### config.mk
export PLATFORM = sky130hd
export DESIGN_NAME = hpt_mod
export DESIGN_NICKNAME = d
export VERILOG_FILES = /design/src/hw/rtl/hpt_pkg.sv /design/src/hw/rtl/hpt_mod.sv
export SDC_FILE = /design/constraint.sdc
export NUM_CORES = 1
export LEC_CHECK = 0
export ABC_AREA = 1
export BUFFER_PORTS_ARGS = -buffer_cell sky130_fd_sc_hd__buf_2
export CAP_MARGIN = 20
export CORE_MARGIN = 3
export CORE_UTILIZATION = 45
export CTS_CLUSTER_SIZE = 24
export DETAILED_ROUTE_END_ITERATION = 10
export GPL_TIMING_DRIVEN = 0
export PLACE_DENSITY_LB_ADDON = 0.1
export REMOVE_ABC_BUFFERS = 1
export SETUP_SLACK_MARGIN = 0.02
export SLEW_MARGIN = 20
export SYNTH_ARGS = -nofsm -noshare
export SYNTH_HDL_FRONTEND = slang
export SYNTH_SLANG_ARGS = --single-unit
### constraint.sdc
create_clock -name clk_i -period 5.7 [get_ports clk_i]
set_clock_uncertainty 0.15 [all_clocks]
set_input_delay 0.285 -clock clk_i [delete_from_list [all_inputs] [get_ports clk_i]]
set_output_delay 0.285 -clock clk_i [all_outputs]
set_load 0.03 [all_outputs]
### src/hw/rtl/hpt_pkg.sv
// Package: shared types and codes of the hashed procedure table.
`default_nettype none
package hpt_pkg;

  localparam int unsigned HASH_W = 32;
  localparam int unsigned CHAR_W = 8;
  localparam int unsigned OWNER_W = 8;
  localparam int unsigned ADDR_W = 32;
  localparam int unsigned ARGC_W = 8;

  typedef enum logic [1:0] {
    ACT_APPEND = 2'd0,
    ACT_EXPORT = 2'd1,
    ACT_FIND   = 2'd2,
    ACT_REMOVE = 2'd3
  } action_e;

  typedef enum logic [2:0] {
    STAT_OK        = 3'd0,
    STAT_OTHER     = 3'd1,
    STAT_FULL      = 3'd2,
    STAT_NOT_FOUND = 3'd3,
    STAT_TOO_LONG  = 3'd4
  } status_e;

endpackage
`default_nettype wire

### src/hw/rtl/hpt_mod.sv
// Fold reduction of the 32-bit name hash modulo the table size.
`default_nettype none
module hpt_mod #(
  parameter int unsigned TABLE_SIZE = 1013
) (
  input  wire logic                                 clk_i,
  input  wire logic                                 rst_ni,
  input  wire logic                                 start_i,
  input  wire logic [hpt_pkg::HASH_W-1:0]           hash_i,
  output      logic                                 done_o,
  output      logic [$clog2(TABLE_SIZE)-1:0]        rem_o
);
  import hpt_pkg::*;

  localparam int unsigned IDX_W  = $clog2(TABLE_SIZE);
  // residue of 2^IDX_W modulo the table size
  localparam int unsigned FOLD_K = (1 << IDX_W) - TABLE_SIZE;

  logic [HASH_W-1:0] val_q;
  logic [HASH_W-1:0] fold;
  logic [IDX_W:0]    low_ext;
  logic              fits;
  logic [IDX_W-1:0]  rem_q;
  logic              busy_q;
  logic              done_q;

  // high part weighted by 2^IDX_W mod size plus low part: same residue, strictly smaller
  assign fold    = (val_q >> IDX_W) * HASH_W'(FOLD_K) + HASH_W'(val_q[IDX_W-1:0]);
  assign fits    = (val_q[HASH_W-1:IDX_W] == '0);
  assign low_ext = {1'b0, val_q[IDX_W-1:0]};

  always_ff @(posedge clk_i or negedge rst_ni) begin
    if (!rst_ni) begin
      busy_q <= 1'b0;
      done_q <= 1'b0;
    end else begin
      done_q <= 1'b0;
      if (start_i) begin
        busy_q <= 1'b1;
      end else if (busy_q && fits) begin
        busy_q <= 1'b0;
        done_q <= 1'b1;
      end
    end
  end

  // fold until the value fits the index width, then one conditional subtract
  always_ff @(posedge clk_i) begin
    if (start_i) begin
      val_q <= hash_i;
    end else if (busy_q && !fits) begin
      val_q <= fold;
    end
    if (busy_q && fits) begin
      rem_q <= (low_ext >= (IDX_W+1)'(TABLE_SIZE)) ?
               IDX_W'(low_ext - (IDX_W+1)'(TABLE_SIZE)) : val_q[IDX_W-1:0];
    end
  end

  assign done_o = done_q;
  assign rem_o  = rem_q;

endmodule
`default_nettype wire

==> reports/results.md, run 1 <==
| Stage | Metric | This run |
|---|---|---|
| cts | Clock-pin slew on the worst setup and hold paths | 70 ps |
| cts | Clock tree from TritonCTS | done |
| detailed routing | Via count | 4393 |
| floorplan | Height of the die | 113 µm |
| worst setup path | Reg2Reg Launch Point | val_q[15] |
| logic synthesis | Top cells by instance count after synthesis | nand2_1 (227), inv_1 (157), ha_1 (69) |
| timing | Hold Worst Slack | 97.6 ps |
| worst setup path | Startpoint type of the worst setup path | register |
| detailed routing | Final wirelength | 13000 µm |
| run status | Status | finished clean |
| worst setup path | Reg-to-reg critical path endpoint | val_q[17] |
| floorplan | Boundary pin count | 46 |
| cts | Number of H-tree levels | 2 |
| logic synthesis | Leading area contributor after synthesis | edfxtp_1 |
| detailed routing | DRT antenna net count | 0 |
| worst setup path | Worst path cell trace | ha_1 > fa_1 > inv_1 > fa_1 > inv_1 > ha_1 > nand2_2 > inv_1 > a21oi_1 > nand2_2 > nand3_1 > nand3b_1 > nand3_1 > nand2_1 |
| worst setup path | Maximum fanout count along the critical path | 5 |
| floorplan | Initial Utilization | 0.468 |
| worst setup path | Slack of the worst reg-to-reg path | 1900 ps |
| worst setup path | Delay of the slowest cell on the worst path | 510 ps |
| logic synthesis | Count leader, synth | nand2_1 |
| cts | Total setup buffers inserted after CTS | 0 |
| logic synthesis | FFs w/ async S/R, synth | 0.0455 |
| timing | Count of final max-slew check failures | 0 |
| logic synthesis | Post-synthesis average cell area | 7.33 µm² |
| logic synthesis | Count of distinct cell types in the synthesized netlist | 31 |
| cts | Maximum buffer depth of the clock tree | 2 |
| timing | FMAX | 263 MHz |
| min path | Hold path startpoint | hash_i[27] |
| logic synthesis | Share of Yosys cell area claimed by the top area cell type | 0.244 |
| detailed routing | Initial DRC count | 229 |
| detailed routing | Routed len/inst | 14.6 µm |
| worst setup path | Worst Path Required | 5590 ps |
| logic synthesis | Predominant post-synthesis flop cell | edfxtp_1 |
| logic synthesis | Sequential fraction of the synthesis area | 0.254 |
| cts | CTS sink count | 44 |
| timing | Worst slew margin | 0.490 |
| worst setup path | Worst path most repeated cell | inv_1 |
| worst setup path | WS Path Type | reg -> reg |
| placement | Placed insts | 883 |
| cells and area | Number of nets in the layout | 882 |
| cts | Number of CTS-inserted buffers | 5 |
| worst setup path | CP endpoint kind | register |
| cts | CTS Root Cell | clkbuf_16 |
| timing | Final Setup Violations | 0 |
| run | Maximum Capacitance Violations | 0 |
| global route | Largest net degree at the start of global routing | 36 |
| global route | Number of global-route vias before repair | 4334 |
| global route | Total grt overflow | 0 |
| timing | Least-Margin Pin Slew | 762 ps |
| placement | GP Congestion | 0.895 |
| timing | Crit path time final | 3800 ps |
| global route | Antenna violations before repair | 0 |
| worst setup path | Number of cell instances on the worst register-to-register path | 14 |
| cells and area | # diodes | 0 |
| worst setup path | Launching instance or port of the critical path | val_q[15] |
| floorplan | Total core area | 11000 µm² |
| logic synthesis | Combined area of all synthesized cells | 5160 µm² |
| cells and area | Layout cells sized above 1 | 0.124 |
| worst setup path | CP max stage cell | fa_1 |
| timing | Unrepaired setup endpoints after global routing | no |
| cells and area | Number of standard cells in the layout, taps in and fillers out | 892 |
| detailed routing | Iteration count of the initial detailed-routing pass | 5 |
| logic synthesis | Top cells by area in the synthesized netlist | edfxtp_1 (24%), ha_1 (17%), nand2_1 (17%), inv_1 (11%), fa_1 (10%) |
| logic synthesis | Warnings from Yosys | 0 |
| detailed routing | Detail-routed via count per cell | 4.92 |
| global route | Wire length of the first global-routing pass | 21600 µm |
| min path | Worst Hold End | val_q[27] |
| floorplan | Total Die Area | 12800 µm² |
| logic synthesis | Number of flip-flops and latches in the synthesized netlist | 44 |
| floorplan | Site row count | 38 |
| placement | Buffers added on ports | 45 |
| global route | Aggregate global-route resource usage | 0.215 |
| min path | Worst hold-check path type | in -> reg |
| cells and area | Area overhead of the layout relative to synthesis | 11.1% |
| cells and area | Util after Layout | 0.520 |
| floorplan | Horiz. Die Dim | 113 µm |
| logic synthesis | Number of enable-type register cells in the synthesized netlist | 42 |
| min path | WHS Path Cells | 3 |
| timing | Final Hold Vio Count | 0 |
| detailed routing | Number of design rule violations left after detail routing | 0 |
| timing | Post-route fraction of the period consumed by the critical path | 0.667 |
| placement | Final HPWL from detailed placement | 10900 µm |
| timing | Summed negative setup slack over all endpoints | 0 ps |
| cts | Clock latency of the later-clocked register in the worst-skew pair | 290 ps |
| worst setup path | Arr. time, crit path | 3690 ps |
| logic synthesis | Post-Synthesis Cells | 704 |
timing repair:
| action | CTS | global route |
|---|---|---|
| hold buffers | 1 | 0 |
| endpoints found under the hold margin | 2 | 0 |
| gates resized for setup | 0 | 0 |
worst max-delay path, delay by kind of cell (launching register included):
family,cells,cell delay [ps]
AND/OR/NAND/NOR,6,800
buffers and inverters,3,170
flip-flops,1,490
adder cells (fa/ha/maj),4,1750
AO/OA/AOI/OAI,1,170
metrics by stage:
step	area [µm²]	setup WS (ps)
after floorplan	5130	2380
final	5740	1900
after global routing	5740	1670
after global placement	5530	2010
after CTS	5740	1900
after detailed placement	5560	1930
cell type report:
class,instances,area [µm²]
Sequential cell,44,1310
Tap cell,140,175
Inverter,161,604
Clock buffer,5,125
Clock inverter,3,46.3
Fill cell,1122,5290
Timing Repair Buffer,47,263
Multi-Input combinational cell,492,3210
cell usage in the layout, fill, tap and decap left out:
cell type / Yosys / final
a21oi_1: 15 / 15
a21oi_2: 3 / 3
and2_1: 2 / 2
buf_16: 0 / 1
buf_2: 0 / 45
bufinv_16: 0 / 1
clkbuf_16: 0 / 5
clkinvlp_4: 0 / 1
dfrtp_1: 2 / 2
dlygate4sd3_1: 0 / 1
edfxtp_1: 42 / 42
fa_1: 27 / 27
ha_1: 69 / 69
inv_1: 157 / 157
inv_2: 4 / 4
inv_6: 0 / 1
nand2_1: 227 / 226
nand2_2: 17 / 18
nand3_1: 35 / 35
nand3_2: 6 / 6
nand3b_1: 8 / 8
nand4_1: 9 / 9
nor2_1: 38 / 38
nor2_2: 4 / 4
nor2_4: 3 / 3
nor3_1: 3 / 3
nor3_2: 1 / 1
nor4_1: 3 / 3
o21ai_0: 9 / 9
o31ai_1: 1 / 1
or2_0: 2 / 2
or2_1: 6 / 6
xnor2_1: 1 / 1
xor2_1: 3 / 3
flip-flops by register name (all words and copies together) (netlist names):
| name | count |
|---|---|
| val_q | 32 |
| busy_q | 1 |
| done_o | 1 |
| rem_o | 10 |
kinds of logic (layout without fill, tap and decap cells):
group                    count (synthesis)  in the layout  synth area share
AO/OA/AOI/OAI                           28             28            0.0298
XOR/XNOR                                 4              4           0.00679
adder cells (fa/ha/maj)                 96             96             0.272
buffers and inverters                  168            216             0.124
flip-flops                              44             44             0.254
AND/OR/NAND/NOR                        364            364             0.313
worst max-delay path by stage:
stage,endpoint,slack [ps],depth (start not counted)
final,val_q[17],1900,14
after global routing,val_q[17],1670,15
after CTS,val_q[17],1900,15
after detailed placement,val_q[17],1930,14
after global placement,val_q[17],2010,15
after floorplan,val_q[9],2380,13
layer usage:
metal  wire, µm  part of all wire  GRT usage  vias up
li1           -                 -          -     2266
met1       6730              0.52      0.334     2033
met2       5580              0.43      0.323       86
met3        609             0.047     0.0294        8
met4        122            0.0094     0.0385        0
met5          0                 0          0        -
Power of run 1 is not shown: default switching activity piles up to over one toggle a cycle in this logic, so the estimate is an artifact.
==> inputs of run 2 (changes only) <==
==> constraint.sdc (replaced) <==
create_clock -name clk_i -period 3.35 [get_ports clk_i]
set_clock_uncertainty 0.15 [all_clocks]
set_input_delay 0.1675 -clock clk_i [delete_from_list [all_inputs] [get_ports clk_i]]
set_output_delay 0.1675 -clock clk_i [all_outputs]
set_load 0.03 [all_outputs]
==> run 2 against run 1 <==
The run now ends with hold timing, setup timing left; global-route usage rose by 0.78 points; wire length rose by 6.7%; register-to-register slack got worse by 2100 ps; cell count rose by 4.5%; design area rose by 13%; critical path type unchanged; count of clock-buffer cells in the layout did not move; maximum frequency rose by 7.3%; sequential share of layout area fell by 2.6 points.
==> reports/results.md, run 2 (synthesis gave the netlist of run 1 again) <==
| Stage | Metric | This run | vs previous |
|---|---|---|---|
| placement | GP Congestion | 0.895 | unchanged |
| detailed routing | Initial DRC count | 250 | +9.2% |
| floorplan | Horiz. Die Dim | 113 µm | unchanged |
| global route | Wire length of the first global-routing pass | 22400 µm | +3.3% |
| timing | Unrepaired setup endpoints after global routing | yes |  |
| global route | Antenna violations before repair | 0 | unchanged |
| cts | Clock tree from TritonCTS | done |  |
| cells and area | Combined area of the multi-input logic cells | 3600 µm² | +12% |
| placement | Place WS | -422 ps | -2350 ps |
| cts | Clock-pin slew on the worst setup and hold paths | 70 ps | about the same |
| detailed routing | Detail-routed via count per cell | 5.02 | +1.9% |
| detailed routing | Final wirelength | 13900 µm | +6.7% |
| timing | Final Hold Vio Count | 1 | +1 |
| worst setup path | WS Path Type | reg -> reg |  |
| timing | Worst slew margin | 0.475 | -0.0146 |
| cts | Number of CTS-inserted buffers | 5 | unchanged |
| cells and area | Number of fill cells | 1039 | -7.4% |
| cells and area | Register bank with the most flops | val_q |  |
| cells and area | Flip-flop and latch area | 1310 µm² | unchanged |
| cells and area | Commonest non-fill, non-tap cells in the layout | nand2_1 (200), inv_1 (147), ha_1 (54) |  |
| cts | Clock latency of the later-clocked register in the worst-skew pair | 290 ps | about the same |
| cells and area | # diodes | 0 | unchanged |
| cts | Maximum buffer depth of the clock tree | 2 | unchanged |
| detailed routing | Iteration count of the initial detailed-routing pass | 5 | unchanged |
| cells and area | Layout cells sized above 1 | 0.236 | +0.112 |
| timing | FMAX | 282 MHz | +7.3% |
| floorplan | Boundary pin count | 46 | unchanged |
| run status | Failing checks | hold timing, setup timing |  |
| timing | Final setup slack of the worst path | -195 ps | -2090 ps |
| detailed routing | Met1 layer wirelength in the final routing | 6870 µm | +2.0% |
| cells and area | Number of nets in the layout | 922 | +4.5% |
| timing | Final Setup Violations | 20 | +20 |
| global route | Aggregate global-route resource usage | 0.223 | +0.00775 |
| detailed routing | DRT antenna net count | 0 | unchanged |
| cts | CTS sink count | 44 | unchanged |
| detailed routing | Wire length on met2 | 6190 µm | +11% |
| placement | Buffers added on ports | 45 | unchanged |
| floorplan | Site row count | 38 | unchanged |
| worst setup path | Worst Path Required | 3250 ps | -2340 ps |
| detailed routing | Number of design rule violations left after detail routing | 0 | unchanged |
| timing | Hold Worst Slack | -1.42 ps | -99.1 ps |
| global route | Largest net degree at the start of global routing | 36 | unchanged |
| detailed routing | Via count | 4679 | +6.5% |
| cells and area | Max FFs per register | 32 | unchanged |
| timing | Crit path time final | 3550 ps | -259 ps |
| global route | Total grt overflow | 0 | unchanged |
| worst setup path | Arr. time, crit path | 3440 ps | -250 ps |
| cells and area | Area overhead of the layout relative to synthesis | 25.4% |  |
| cells and area | Most common cell after layout, fill and taps aside | nand2_1 |  |
| cts | CTS Root Cell | clkbuf_16 |  |
| detailed routing | Top metal layer carrying routed signals | met4 |  |
| cts | Number of H-tree levels | 2 | unchanged |
| min path | Worst hold-check path type | in -> reg |  |
| detailed routing | Metal3 WL | 645 µm | +5.9% |
| global route | Number of global-route vias before repair | 4517 | +4.2% |
| floorplan | Initial Utilization | 0.468 | unchanged |
| floorplan | Height of the die | 113 µm | unchanged |
| worst setup path | Startpoint type of the worst setup path | register |  |
| timing | Post-route fraction of the period consumed by the critical path | 1.06 | +0.391 |
| timing | Least-Margin Pin Slew | 784 ps | +21.9 ps |
| floorplan | Total Die Area | 12800 µm² | unchanged |
| worst setup path | CP endpoint kind | register |  |
| timing | Count of final max-slew check failures | 0 | unchanged |
| detailed routing | Routed len/inst | 14.9 µm | +2.1% |
| placement | Final HPWL from detailed placement | 10900 µm | unchanged |
| worst setup path | Maximum fanout count along the critical path | 5 | unchanged |
| floorplan | Total core area | 11000 µm² | unchanged |
| run status | Status | finished, violations left |  |
| run | Maximum Capacitance Violations | 0 | unchanged |
==> run 2: timing repair <==
item,in CTS,in global routing
endpoints found under the setup margin,22,21
pin swaps,24,40
resized for setup,52,41
gates cloned,0,0
setup buffers,15,11
hold buffers,15,0
endpoints found under the hold margin,16,0
==> run 2: per-layer routing <==
| layer | global-route usage | vias up |
|---|---|---|
| met5 | 0 | - |
| met4 | 0.0465 | 0 |
| met3 | 0.0316 | 18 |
| met2 | 0.342 | 108 |
| met1 | 0.336 | 2205 |
| li1 | - | 2348 |
==> run 2: per-stage QoR <==
step	hold WS [ps]	TNS, ps	std cells	cell area [µm²]	utilization
global route	4.03	-5550	932	6470	0.587
global placement	-198	-5260	882	5530	0.501
detailed placement	-188	-6100	883	5560	0.504
CTS	2.07	-1680	921	6230	0.565
finish	-1.42	-2340	932	6470	0.587
floorplan	-278	0	697	5130	-
==> run 2: cell type report <==
class,count,share of cell area
multi-input cells,492,0.557
flip-flops and latches,44,0.203
repair buffers,87,0.0941
inverters,161,0.0933
well taps,140,0.0271
clock buffers,5,0.0193
clock inverters,3,0.00715
==> run 2: worst max-delay path, cell delays in order, from the launching register on <==
cell and delay [ps]:
edfxtp_1 470, buf_6 170, ha_4 200, fa_1 530
inv_2 40, fa_1 540, inv_2 60, ha_4 310
nand2_4 70, nor2_4 100, nand3_2 100, nand2_4 140
nand3_2 90, nand2_1 70, nand2_1 60, nand3_2 120
nand2_1 70
==> run 2: worst paths after layout <==
check / startpoint / end / slack (ps) / depth (start not counted)
hold reg to reg: busy_q / busy_q / 370 / 2
max in group asynchronous: rst_ni / busy_q / 2910 / 2
min in group asynchronous: rst_ni / done_o / 50 / 2
setup reg to reg: val_q[15] / val_q[17] / -200 / 16
setup / recovery: val_q[15] / val_q[17] / -200 / 16
hold / removal: hash_i[18] / val_q[18] / -1 / 3
Power of run 2 is left out for the same reason.
==> inputs of run 3 (changes only) <==
--- a/config.mk
+++ b/config.mk
@@ -6,13 +6,14 @@
 export NUM_CORES = 1
 export LEC_CHECK = 0
 export ABC_AREA = 1
-export BUFFER_PORTS_ARGS = -buffer_cell sky130_fd_sc_hd__buf_2
+export BUFFER_PORTS_ARGS = -buffer_cell sky130_fd_sc_hd__buf_4
 export CAP_MARGIN = 20
 export CORE_MARGIN = 3
 export CORE_UTILIZATION = 45
 export CTS_CLUSTER_SIZE = 24
 export DETAILED_ROUTE_END_ITERATION = 10
 export GPL_TIMING_DRIVEN = 0
+export MAX_ROUTING_LAYER = met4
 export PLACE_DENSITY_LB_ADDON = 0.1
 export REMOVE_ABC_BUFFERS = 1
 export SETUP_SLACK_MARGIN = 0.02
==> run 3 against run 2 <==
The flow finishes with violations (setup timing); utilization up 2.0 points; largest cell class unchanged; wire length rose by 0.47%; critical path type unchanged; cell count grew 0.86%; die area unchanged; sequential cell count unchanged; worst setup slack better by 62 ps; non-clock buffer count is 8 higher; via count is 1.6% lower.
==> reports/results.md, run 3 (synthesis gave the netlist of run 1 again) <==
| Stage | Metric | This run | vs previous |
|---|---|---|---|
| run status | Status | finished, violations left |  |
| run status | Failing checks | setup timing |  |
| detailed routing | Routed len/inst | 14.9 µm | -0.39% |
| timing | Final Hold Vio Count | 0 | -1 |
| global route | Wire length of the first global-routing pass | 22300 µm | -0.15% |
| placement | GP Congestion | 0.890 | -0.53% |
| timing | Worst slew margin | 0.496 | +0.0202 |
| floorplan | Total Die Area | 12800 µm² | unchanged |
| worst setup path | Worst Path Required | 3250 ps | about the same |
| worst setup path | Crit path buf inv count | 3 | unchanged |
| cells and area | Area overhead of the layout relative to synthesis | 29.6% |  |
| floorplan | Total core area | 11000 µm² | unchanged |
| cts | CTS sink count | 44 | unchanged |
| global route | Antenna violations before repair | 0 | unchanged |
| placement | Placed insts | 883 | unchanged |
| timing | Post-route fraction of the period consumed by the critical path | 1.04 | -0.0186 |
| worst setup path | Startpoint type of the worst setup path | register |  |
| detailed routing | Via count | 4603 | -1.6% |
| timing | Final setup slack of the worst path | -133 ps | +62.2 ps |
| worst setup path | Delay of the slowest cell on the worst path | 510 ps | -30 ps |
| run | Maximum Capacitance Violations | 0 | unchanged |
| floorplan | Initial Utilization | 0.468 | unchanged |
| global route | Number of global-route vias before repair | 4381 | -3.0% |
| detailed routing | DRT antenna net count | 0 | unchanged |
| cells and area | Most common cell after layout, fill and taps aside | nand2_1 |  |
| global route | Total grt overflow | 0 | unchanged |
| timing | Crit path time final | 3480 ps | -62.2 ps |
| cts | Clock tree from TritonCTS | done |  |
| cells and area | # diodes | 0 | unchanged |
| placement | Buffers added on ports | 45 | unchanged |
| cts | Number of H-tree levels | 2 | unchanged |
| min path | WHS Path Cells | 3 | unchanged |
| cells and area | Register bank with the most flops | val_q |  |
| global route | Largest net degree at the start of global routing | 36 | unchanged |
| floorplan | Height of the die | 113 µm | unchanged |
| worst setup path | Reg-to-reg critical path endpoint | val_q[16] |  |
| timing | Count of final max-slew check failures | 0 | unchanged |
| worst setup path | Maximum fanout count along the critical path | 5 | unchanged |
| min path | Hold path startpoint | hash_i[4] |  |
| worst setup path | CP max stage cell | fa_1 |  |
| cells and area | Number of fill cells | 1033 | -0.58% |
| min path | Worst hold-check path type | in -> reg |  |
| cells and area | Number of nets in the layout | 930 | +0.87% |
| worst setup path | Number of cell instances on the worst register-to-register path | 16 | unchanged |
| detailed routing | Initial DRC count | 287 | +15% |
| worst setup path | WS Path Type | reg -> reg |  |
| cts | CTS Root Cell | clkbuf_16 |  |
| cells and area | Commonest non-fill, non-tap cells in the layout | nand2_1 (199), inv_1 (145), buf_4 (64) |  |
| timing | Final Setup Violations | 17 | -15% |
| worst setup path | Worst path cell trace | buf_6 > ha_4 > fa_1 > inv_1 > fa_1 > inv_2 > ha_4 > nand2_4 > nor2_4 > nand3_2 > nand2_4 > nand3_2 > nand2_1 > nand2_1 > nand3_2 > nand2_1 |  |
| worst setup path | Slack of the worst reg-to-reg path | -130 ps | +60 ps |
| min path | Worst Hold End | val_q[4] |  |
| detailed routing | Number of design rule violations left after detail routing | 0 | unchanged |
| detailed routing | Final wirelength | 14000 µm | +0.47% |
| floorplan | Site row count | 38 | unchanged |
| detailed routing | Iteration count of the initial detailed-routing pass | 4 | -1 |
| worst setup path | CP endpoint kind | register |  |
| placement | Final HPWL from detailed placement | 10900 µm | -0.39% |
| floorplan | Boundary pin count | 46 | unchanged |
| global route | Aggregate global-route resource usage | 0.232 | +0.00897 |
| cts | Maximum buffer depth of the clock tree | 2 | unchanged |
| worst setup path | Reg2Reg Launch Point | val_q[13] |  |
| floorplan | Horiz. Die Dim | 113 µm | unchanged |
| timing | Summed negative setup slack over all endpoints | -1380 ps | +963 ps |
| cts | Clock-pin slew on the worst setup and hold paths | 70 ps | about the same |
| timing | Unrepaired setup endpoints after global routing | yes |  |
| cts | Number of CTS-inserted buffers | 5 | unchanged |
| cells and area | Layout cells sized above 1 | 0.244 | +0.00764 |
| cells and area | Max FFs per register | 32 | unchanged |
| timing | Least-Margin Pin Slew | 754 ps | -30.1 ps |
| timing | FMAX | 287 MHz | +1.8% |
| cells and area | Number of standard cells in the layout, taps in and fillers out | 940 | +0.86% |
| cells and area | Util after Layout | 0.607 | +0.0195 |
| worst setup path | Arr. time, crit path | 3380 ps | -60 ps |
| detailed routing | Detail-routed via count per cell | 4.90 | -2.5% |
| cts | Clock latency of the later-clocked register in the worst-skew pair | 300 ps | about the same |
| worst setup path | Delay-heaviest family, CP | adder cells |  |
==> run 3: worst register-to-register path, delay by kind of cell (launching register included) <==
family	cells	cell delay, ps
adder cells (fa/ha/maj)	4	1530
buffers and inverters	3	280
flip-flops	1	460
AND/OR/NAND/NOR	9	800
==> run 3: layer usage <==
layer,wire length (µm),vias up,GRT usage
met4,118,0,0.0433
met3,582,10,0.0257
met2,6150,84,0.348
li1,-,2359,-
met1,7130,2150,0.343
met5,0,-,-
==> run 3: repair_timing <==
item                                   in CTS  in global routing
endpoints found under the hold margin      27                  0
buffers inserted                           16                  7
hold buffers                               26                  0
pin swaps                                  42                 28
gates resized for setup                    72                 31
setup endpoints to repair                  22                 22
==> run 3: final cells by class <==
cell class,count,area (µm²),area share
Clock inverter,3,46.3,0.00692
Clock buffer,5,125,0.0187
Inverter,161,604,0.0903
Timing Repair Buffer,95,813,0.122
Sequential cell,44,1310,0.196
Tap cell,140,175,0.0262
Multi-Input combinational cell,492,3610,0.540
==> run 3: worst max path at each step <==
stage / to / cells after the start / from / slack [ps]
2_1_floorplan: val_q[9] / 13 / val_q[15] / 30
3_3_place_gp: val_q[17] / 15 / val_q[13] / -350
3_5_place_dp: val_q[17] / 14 / val_q[16] / -400
4_1_cts: val_q[17] / 16 / val_q[13] / -90
5_1_grt: val_q[21] / 18 / val_q[13] / -230
6_report: val_q[16] / 16 / val_q[13] / -130
==> run 3: per-stage QoR <==
step                      worst slack (ps)  hold WS (ps)  instance area (µm²)
after CTS                            -92.3          4.62                 6550
final                                 -133          9.37                 6690
after global routing                  -225          7.55                 6690
after detailed placement              -398          -197                 5670
after global placement                -350          -201                 5640
after floorplan                       26.1          -278                 5130
Power of run 3 is left out for the same reason.
